$ cat src/design/u8u16_pkg.sv
// u8u16_pkg: types and constants shared by the UTF-8 to UTF-16 transcoder.
// No dependencies; every design file refers to it by scoped names.
package u8u16_pkg;

   // Result status codes
   typedef enum logic [2:0] {
      ST_OK         = 3'd0,
      ST_BAD_LEAD   = 3'd1,
      ST_BAD_CONT   = 3'd2,
      ST_BAD_SCALAR = 3'd3,
      ST_TRUNCATED  = 3'd4
   } status_type;

   typedef struct packed {
      logic [7:0] data_byte;
      logic       end_of_string;
   } req_type;

   typedef struct packed {
      logic [15:0] code_unit;
      logic        unit_valid;
      status_type  status;
      logic        string_done;
      logic        last;
   } rsp_type;

   // Output queue geometry: room for two full bursts of two results
   localparam int FIFO_AW    = 2;
   localparam int FIFO_DEPTH = 1 << FIFO_AW;

   // Decoder to queue: number of results made by this byte and the results
   typedef struct packed {
      logic [1:0] count;
      rsp_type    res0;
      rsp_type    res1;
   } dec_out_type;

   // Queue status back to the top level
   typedef struct packed {
      logic             has_room;
      logic [FIFO_AW:0] level;
   } fifo_stat_type;

   localparam logic [20:0] MIN_LEN2     = 21'h000080;
   localparam logic [20:0] MIN_LEN3     = 21'h000800;
   localparam logic [20:0] MIN_LEN4     = 21'h010000;
   localparam logic [20:0] SUPP_BASE    = 21'h010000;
   localparam logic [20:0] MAX_SCALAR   = 21'h10FFFF;
   localparam logic [20:0] SURR_FIRST   = 21'h00D800;
   localparam logic [20:0] SURR_LAST    = 21'h00DFFF;
   localparam logic [15:0] HIGH_SURR    = 16'hD800;
   localparam logic [15:0] LOW_SURR     = 16'hDC00;

endpackage

$ cat src/design/u8u16_decoder.sv
// u8u16_decoder: UTF-8 sequence state and per-byte decode into up to two results.
// Depends on u8u16_pkg.
module u8u16_decoder (
   input  logic                  clock,
   input  logic                  reset,
   input  logic                  fire,
   input  u8u16_pkg::req_type    req,
   output u8u16_pkg::dec_out_type dec_out
);

   logic [20:0] acc_ff, acc_in;
   logic [1:0]  rem_ff, rem_in;
   logic [2:0]  len_ff, len_in;
   logic        badc_ff, badc_in;
   logic        disc_ff, disc_in;

   logic                  eos;
   logic [7:0]            b;
   logic                  emit_err;
   u8u16_pkg::status_type err_st;
   logic                  emit_sc;
   logic [20:0]           sc_cp;
   logic [20:0]           shifted;
   logic                  cont_bad;
   logic                  overlong;
   logic [20:0]           off;

   always_comb begin
      acc_in   = acc_ff;
      rem_in   = rem_ff;
      len_in   = len_ff;
      badc_in  = badc_ff;
      disc_in  = disc_ff;
      eos      = req.end_of_string;
      b        = req.data_byte;
      emit_err = 1'b0;
      err_st   = u8u16_pkg::ST_OK;
      emit_sc  = 1'b0;
      sc_cp    = {13'd0, b};
      shifted  = {acc_ff[14:0], b[5:0]};
      cont_bad = badc_ff | (b[7:6] != 2'b10);
      overlong = ((len_ff == 3'd2) && (shifted < u8u16_pkg::MIN_LEN2)) ||
                 ((len_ff == 3'd3) && (shifted < u8u16_pkg::MIN_LEN3)) ||
                 ((len_ff == 3'd4) && (shifted < u8u16_pkg::MIN_LEN4));
      if (fire) begin
         if (disc_ff) begin
            if (eos) begin
               disc_in = 1'b0;
            end
         end else if (rem_ff == 2'd0) begin
            if (!b[7]) begin
               emit_sc = 1'b1;
            end else begin
               badc_in = 1'b0;
               if (b[7:5] == 3'b110) begin
                  acc_in = {16'd0, b[4:0]};
                  rem_in = 2'd1;
                  len_in = 3'd2;
               end else if (b[7:4] == 4'b1110) begin
                  acc_in = {17'd0, b[3:0]};
                  rem_in = 2'd2;
                  len_in = 3'd3;
               end else if (b[7:3] == 5'b11110) begin
                  acc_in = {18'd0, b[2:0]};
                  rem_in = 2'd3;
                  len_in = 3'd4;
               end else begin
                  emit_err = 1'b1;
                  err_st   = u8u16_pkg::ST_BAD_LEAD;
               end
               // lead byte that also ends the string
               if (!emit_err && eos) begin
                  emit_err = 1'b1;
                  err_st   = u8u16_pkg::ST_TRUNCATED;
               end
            end
         end else if (rem_ff == 2'd1) begin
            acc_in  = '0;
            rem_in  = 2'd0;
            len_in  = 3'd0;
            badc_in = 1'b0;
            if (cont_bad) begin
               emit_err = 1'b1;
               err_st   = u8u16_pkg::ST_BAD_CONT;
            end else if (overlong || (shifted > u8u16_pkg::MAX_SCALAR) ||
                         ((shifted >= u8u16_pkg::SURR_FIRST) &&
                          (shifted <= u8u16_pkg::SURR_LAST))) begin
               emit_err = 1'b1;
               err_st   = u8u16_pkg::ST_BAD_SCALAR;
            end else begin
               emit_sc = 1'b1;
               sc_cp   = shifted;
            end
         end else if (eos) begin
            emit_err = 1'b1;
            err_st   = u8u16_pkg::ST_TRUNCATED;
         end else begin
            acc_in  = shifted;
            rem_in  = rem_ff - 2'd1;
            badc_in = cont_bad;
         end
         if (emit_err) begin
            acc_in  = '0;
            rem_in  = 2'd0;
            len_in  = 3'd0;
            badc_in = 1'b0;
            disc_in = !eos;
         end
      end
   end

   // Result formation
   always_comb begin
      off     = sc_cp - u8u16_pkg::SUPP_BASE;
      dec_out = '0;
      if (emit_err) begin
         dec_out.count            = 2'd1;
         dec_out.res0.status      = err_st;
         dec_out.res0.string_done = 1'b1;
         dec_out.res0.last        = 1'b1;
      end else if (emit_sc) begin
         if (sc_cp[20:16] == 5'd0) begin
            dec_out.count            = 2'd1;
            dec_out.res0.code_unit   = sc_cp[15:0];
            dec_out.res0.unit_valid  = 1'b1;
            dec_out.res0.string_done = eos;
            dec_out.res0.last        = 1'b1;
         end else begin
            dec_out.count            = 2'd2;
            dec_out.res0.code_unit   = u8u16_pkg::HIGH_SURR | {6'd0, off[19:10]};
            dec_out.res0.unit_valid  = 1'b1;
            dec_out.res1.code_unit   = u8u16_pkg::LOW_SURR | {6'd0, off[9:0]};
            dec_out.res1.unit_valid  = 1'b1;
            dec_out.res1.string_done = eos;
            dec_out.res1.last        = 1'b1;
         end
      end
   end

   always_ff @(posedge clock) begin
      if (reset) begin
         acc_ff  <= '0;
         rem_ff  <= '0;
         len_ff  <= '0;
         badc_ff <= 1'b0;
         disc_ff <= 1'b0;
      end else begin
         acc_ff  <= acc_in;
         rem_ff  <= rem_in;
         len_ff  <= len_in;
         badc_ff <= badc_in;
         disc_ff <= disc_in;
      end
   end

endmodule

$ cat src/design/u8u16_rsp_fifo.sv
// u8u16_rsp_fifo: result queue taking up to two items per cycle, giving one.
// Depends on u8u16_pkg.
module u8u16_rsp_fifo (
   input  logic                      clock,
   input  logic                      reset,
   input  u8u16_pkg::dec_out_type    push,
   input  logic                      pop,
   output logic                      rsp_valid,
   output u8u16_pkg::rsp_type        rsp_payload,
   output u8u16_pkg::fifo_stat_type  stat
);

   localparam int LW = u8u16_pkg::FIFO_AW + 1;

   u8u16_pkg::rsp_type entry_ff [u8u16_pkg::FIFO_DEPTH];

   logic [u8u16_pkg::FIFO_AW-1:0] wr_ptr_ff, wr_ptr_in;
   logic [u8u16_pkg::FIFO_AW-1:0] rd_ptr_ff, rd_ptr_in;
   logic [LW-1:0]                 level_ff, level_in;
   logic [u8u16_pkg::FIFO_AW-1:0] wr_next;

   assign wr_next     = wr_ptr_ff + u8u16_pkg::FIFO_AW'(1);
   assign rsp_valid   = (level_ff != '0);
   assign rsp_payload = entry_ff[rd_ptr_ff];

   always_comb begin
      wr_ptr_in = wr_ptr_ff + u8u16_pkg::FIFO_AW'(push.count);
      rd_ptr_in = rd_ptr_ff + u8u16_pkg::FIFO_AW'(pop);
      level_in  = level_ff + LW'(push.count) - LW'(pop);
   end

   // room for a full burst of two
   assign stat.has_room = (level_ff <= LW'(u8u16_pkg::FIFO_DEPTH - 2));
   assign stat.level    = level_ff;

   always_ff @(posedge clock) begin
      if (push.count != 2'd0) begin
         entry_ff[wr_ptr_ff] <= push.res0;
      end
      if (push.count == 2'd2) begin
         entry_ff[wr_next] <= push.res1;
      end
   end

   always_ff @(posedge clock) begin
      if (reset) begin
         wr_ptr_ff <= '0;
         rd_ptr_ff <= '0;
         level_ff  <= '0;
      end else begin
         wr_ptr_ff <= wr_ptr_in;
         rd_ptr_ff <= rd_ptr_in;
         level_ff  <= level_in;
      end
   end

endmodule

$ cat src/design/utf8_to_utf16_transcoder_unit.sv
// UTF-8 to UTF-16 transcoder, top level. Uses u8u16_pkg, u8u16_decoder, u8u16_rsp_fifo.
// A byte's results are registered into the result queue, behind any older results.
// Throughput: one byte per cycle while req_ready is high; a pair gives two results.
// The 4-entry result queue holds req_ready low when fewer than 2 slots are free.
// Reset (synchronous, active high) clears sequence state, discard flag and queue.
module utf8_to_utf16_transcoder_unit (
   input  logic                clock,
   input  logic                reset,
   input  logic                req_valid,
   output logic                req_ready,
   input  u8u16_pkg::req_type  req_payload,
   output logic                rsp_valid,
   input  logic                rsp_ready,
   output u8u16_pkg::rsp_type  rsp_payload
);

   logic                     req_fire;
   logic                     rsp_fire;
   u8u16_pkg::dec_out_type   dec_out;
   u8u16_pkg::fifo_stat_type fifo_stat;

   // A byte is taken only when the queue can absorb a worst-case pair
   assign req_ready = fifo_stat.has_room;
   assign req_fire  = req_valid & req_ready;
   assign rsp_fire  = rsp_valid & rsp_ready;

   // Decode: sequence state lives here; results come out in the accept cycle
   u8u16_decoder u_decoder (
      .clock   (clock),
      .reset   (reset),
      .fire    (req_fire),
      .req     (req_payload),
      .dec_out (dec_out)
   );

   // Result register stage: small queue decouples bursts from the consumer
   u8u16_rsp_fifo u_rsp_fifo (
      .clock       (clock),
      .reset       (reset),
      .push        (dec_out),
      .pop         (rsp_fire),
      .rsp_valid   (rsp_valid),
      .rsp_payload (rsp_payload),
      .stat        (fifo_stat)
   );

   // Results appear only for an accepted byte
   assert property (@(posedge clock) disable iff (reset)
      (dec_out.count != 2'd0) |-> req_fire)
      else $error("decoder produced results without an accepted item");

   // Queue never overfills
   assert property (@(posedge clock) disable iff (reset)
      fifo_stat.level <= (u8u16_pkg::FIFO_AW + 1)'(u8u16_pkg::FIFO_DEPTH))
      else $error("result queue overflow");

   // A pair pushed with no pop raises the level by two
   assert property (@(posedge clock) disable iff (reset)
      (req_fire && (dec_out.count == 2'd2) && !rsp_fire) |=>
      (fifo_stat.level == $past(fifo_stat.level) + (u8u16_pkg::FIFO_AW + 1)'(2)))
      else $error("surrogate pair not fully queued");

   // The second result of a pair carries the last flag; the first does not
   assert property (@(posedge clock) disable iff (reset)
      (dec_out.count == 2'd2) |-> (dec_out.res1.last && !dec_out.res0.last))
      else $error("last flag misplaced on pair");

endmodule

$ cat config.mk
export PLATFORM = sky130hd
export DESIGN_NAME = utf8_to_utf16_transcoder_unit
export DESIGN_NICKNAME = d
export VERILOG_FILES = /design/src/design/u8u16_pkg.sv /design/src/design/u8u16_decoder.sv /design/src/design/u8u16_rsp_fifo.sv /design/src/design/utf8_to_utf16_transcoder_unit.sv
export SDC_FILE = /design/constraint.sdc
export NUM_CORES = 1
export LEC_CHECK = 0
export BUFFER_PORTS_ARGS = -buffer_cell sky130_fd_sc_hd__buf_2
export CAP_MARGIN = 40
export CELL_PAD_IN_SITES_DETAIL_PLACEMENT = 0
export CELL_PAD_IN_SITES_GLOBAL_PLACEMENT = 1
export CORE_ASPECT_RATIO = 0.75
export CORE_MARGIN = 8
export CORE_UTILIZATION = 35
export CTS_BUF_LIST = sky130_fd_sc_hd__clkbuf_8
export DETAILED_ROUTE_END_ITERATION = 12
export GPL_TIMING_DRIVEN = 0
export PLACE_DENSITY = 0.57
export SKIP_CTS_REPAIR_TIMING = 1
export SLEW_MARGIN = 15
export SYNTH_ARGS = -nofsm -noshare
export SYNTH_HDL_FRONTEND = slang
export SYNTH_SLANG_ARGS = --single-unit
$ cat constraint.sdc
create_clock -name clock -period 5.6 [get_ports clock]
set_clock_uncertainty 0.2 [all_clocks]
set_input_delay 0.84 -clock clock [delete_from_list [all_inputs] [get_ports clock]]
set_output_delay 0.84 -clock clock [all_outputs]
set_load 0.05 [all_outputs]
==> results.json <==
{
  "status": "finished clean",
  "power_per_cell_area_nw_per_um2": 459.0,
  "rsz0062_at_grt": "no",
  "setup_viol": 0,
  "maxCapViolations": 0,
  "rr_endpoint": "u_rsp_fifo.level_ff[2]",
  "avgSynthCellArea_um2": 10.84,
  "period_share_pct": 78.34,
  "root_buffer": "clkbuf_8",
  "synth_fp_nets": 582,
  "nets": 642,
  "worstMarginPinSlew_ns": 0.8568,
  "grt_pass1_vias": 4938,
  "min_period_ns": 4.387,
  "place_worst_setup_slack_ns": 1.084,
  "cp-end-kind": "flop",
  "synth_enable_flop_cells": 72,
  "num_rows": 41,
  "critPathLaunchType": "flop",
  "most-common-layout-cells": "edfxtp_1, nand2_1, nor2_1",
  "grt_pass1_wl_um": 30030,
  "die_w_um": 168.1,
  "clk_pin_slew_ns": 0.07,
  "crit_arrival_ns": 4.51,
  "grt_max_degree": 17,
  "nFillCells": 1626,
  "yosysSeqAreaShare_pct": 50.44,
  "numCtsBuffers": 17,
  "critical_path.top_delay_family": "buffers and inverters",
  "path_buf_inv": 5,
  "hold_class": "reg -> reg",
  "dp_hpwl_um": 14460,
  "layout_commonest_cell": "edfxtp_1",
  "drt-initial-drc-count": 404,
  "grt_usage_pct": 18.53,
  "r2r_slack_ns": 1.21,
  "crit_required_ns": 5.72,
  "ys_types": 68,
  "drt-total-wl_um": 19640,
  "holdWs_ns": 0.2839,
  "io_pins": 37,
  "fin_util_pct": 41.46,
  "slowest_delay_ns": 0.45,
  "layout-drive-gt1-share_pct": 20.06,
  "netlist_area_um2": 6072,
  "drv_slew": 0,
  "setup_ws_ns": 1.213,
  "wl_met3_um": 1554,
  "syn_to_final_growth_pct": 15.58,
  "hold_start": "u_decoder.rem_ff[1]",
  "initial_core_util_pct": 35.87,
  "cp.depth": 17,
  "design.core.area_um2": 16930,
  "path_class": "reg -> reg",
  "ff2ff_path_depth": 17,
  "peakVddDrop_v": 0.0002216,
  "vias": 4930,
  "r2r_start": "u_decoder.acc_ff[9]",
  "design_area_um2": 7018,
  "relSlewSlack_pct": 42.41,
  "dr.pass1.iters": 5,
  "htree_levels": 4,
  "post-place-cells": 815,
  "die_area_um2": 21860,
  "worstSkewPairLatency_ns": 0.45,
  "ys_ff_latch": 117,
  "diodes": 0,
  "wl_met1_um": 9564,
  "min_to": "u_decoder.rem_ff[1]",
  "slowest_stage": "clkbuf_1",
  "top_layer": "met4",
  "cts_buffer_depth": 2,
  "place.gp.congestion": 0.8521,
  "vias_per_cell": 5.814,
  "clock.fmax_mhz": 227.9,
  "synth_top_area_share_pct": 35.61,
  "ys.flop_type": "edfxtp_1",
  "hold_depth": 2,
  "port_buffers": 34,
  "route.detailed.drc": 0,
  "antenna_found_initial": 0,
  "leakage_nw": 2.324,
  "die_h_um": 130.1,
  "synthTopCellsByArea": "edfxtp_1, dfxtp_1, mux4_2, a22o_1, a21oi_1",
  "cts_sinks": 117,
  "overflow": 0,
  "yosysWarnings": 0,
  "worstPathCellList": "clkbuf_1 -> and4b_1 -> a41oi_2 -> and3_1 -> buf_4 -> nand2_1 -> ha_1 -> o41ai_1 -> buf_2 -> buf_2 -> o21ai_0 -> ha_1 -> inv_1 -> fa_1 -> xnor2_1 -> xnor2_1 -> nor2_1",
  "placed_cell_area_um2": 6594,
  "cts_tree": "built",
  "synth_cells": 560,
  "p_total_mw": 3.221,
  "synth_top_cell_by_area": "edfxtp_1",
  "ant_nets": 0,
  "async_flop_share_pct": 0,
  "final_cells": 848,
  "wl_met2_um": 8235,
  "setup_tns_ns": 0,
  "critPathMaxFanout": 10,
  "hold_viol": 0,
  "wire_per_inst_um": 23.16
}
## cells in the mapped netlist, types with 2 or more instances
library cell / instances
nand3_1: 21
a21oi_1: 41
o21ai_0: 17
buf_4: 3
clkbuf_1: 27
nor2_2: 2
and2_1: 6
ha_1: 8
nor3_1: 5
nor4_1: 4
a21o_1: 5
o311ai_0: 2
dfxtp_1: 45
a211oi_1: 2
nor3b_1: 3
nor2b_1: 8
nor2_1: 47
mux4_2: 22
o22ai_1: 14
o31ai_1: 7
a22oi_1: 6
edfxtp_1: 72
a311o_1: 2
o211ai_1: 3
a32o_1: 2
a31oi_1: 17
and3_1: 3
a31o_2: 2
nand4_1: 4
nand4b_1: 2
xnor2_1: 6
a32oi_1: 4
nand2_1: 54
o21a_1: 4
o41a_1: 2
buf_2: 6
buf_1: 3
nor3_2: 6
inv_1: 16
o2111ai_1: 2
or3_1: 2
a22o_1: 27
## layout make-up
class                           instances  area (um2)  area share (%)
Inverter                               18       70.07          0.9984
Sequential cell                       117        3063           43.64
Multi-Input combinational cell        385        2776           39.56
Tap cell                              215       269.0           3.833
Timing Repair Buffer                   41       256.5           3.655
Buffer                                 40       170.2           2.425
Clock buffer                           17       234.0           3.334
Clock inverter                         15       178.9           2.549
## per-layer routing
| layer | GRT usage (%) | up-vias |
|---|---|---|
| met5 | 0 | - |
| li1 | - | 2281 |
| met1 | 26.01 | 2428 |
| met3 | 5.733 | 23 |
| met2 | 26.98 | 198 |
| met4 | 5.445 | 0 |
## power by group
part / internal, mW / switching [mW] / total [mW] / leakage [nW]
registers: 1.04 / 0.0578 / 1.09 / 1.08
clock network: 0.442 / 0.374 / 0.816 / 0.202
logic: 0.400 / 0.911 / 1.31 / 1.05
## sequential cells by signal, summed over array words and instances, names as in the netlist
signal	count
u_rsp_fifo.entry_ff	88
u_rsp_fifo.rd_ptr_ff	2
u_decoder.len_ff	3
u_decoder.acc_ff	15
u_decoder.disc_ff	1
u_decoder.rem_ff	2
u_rsp_fifo.wr_ptr_ff	2
u_rsp_fifo.level_ff	3
u_decoder.badc_ff	1
## worst min-delay path, delay by kind of cell (launching register included)
family           cells  cell delay [ns]
AND/OR/NAND/NOR      1             0.06
AO/OA/AOI/OAI        1             0.07
flip-flops           1             0.31
## cell families (layout without fill, tap and decap cells)
| group | Yosys count | after routing | share of synthesized area, % |
|---|---|---|---|
| AO/OA/AOI/OAI | 172 | 172 | 19.84 |
| XOR/XNOR | 7 | 7 | 1.133 |
| adder cells (fa/ha/maj) | 9 | 9 | 1.978 |
| buffers and inverters | 58 | 131 | 3.956 |
| flip-flops | 117 | 117 | 50.44 |
| multiplexers | 24 | 24 | 8.757 |
| AND/OR/NAND/NOR | 173 | 173 | 13.89 |
## worst max-delay path by stage
stage                              startpoint  slack [ns]                    endpoint
after floorplan                     req_valid        1.24   u_rsp_fifo.entry_ff[0][0]
after global placement              req_valid       -0.56  u_rsp_fifo.entry_ff[0][10]
after detailed placement            req_valid        1.08      u_rsp_fifo.level_ff[2]
after CTS                 u_decoder.acc_ff[9]        1.19      u_rsp_fifo.level_ff[2]
after global routing      u_decoder.acc_ff[9]        1.02      u_rsp_fifo.level_ff[2]
final                     u_decoder.acc_ff[9]        1.21      u_rsp_fifo.level_ff[2]
(Power assumes the default switching activity.)
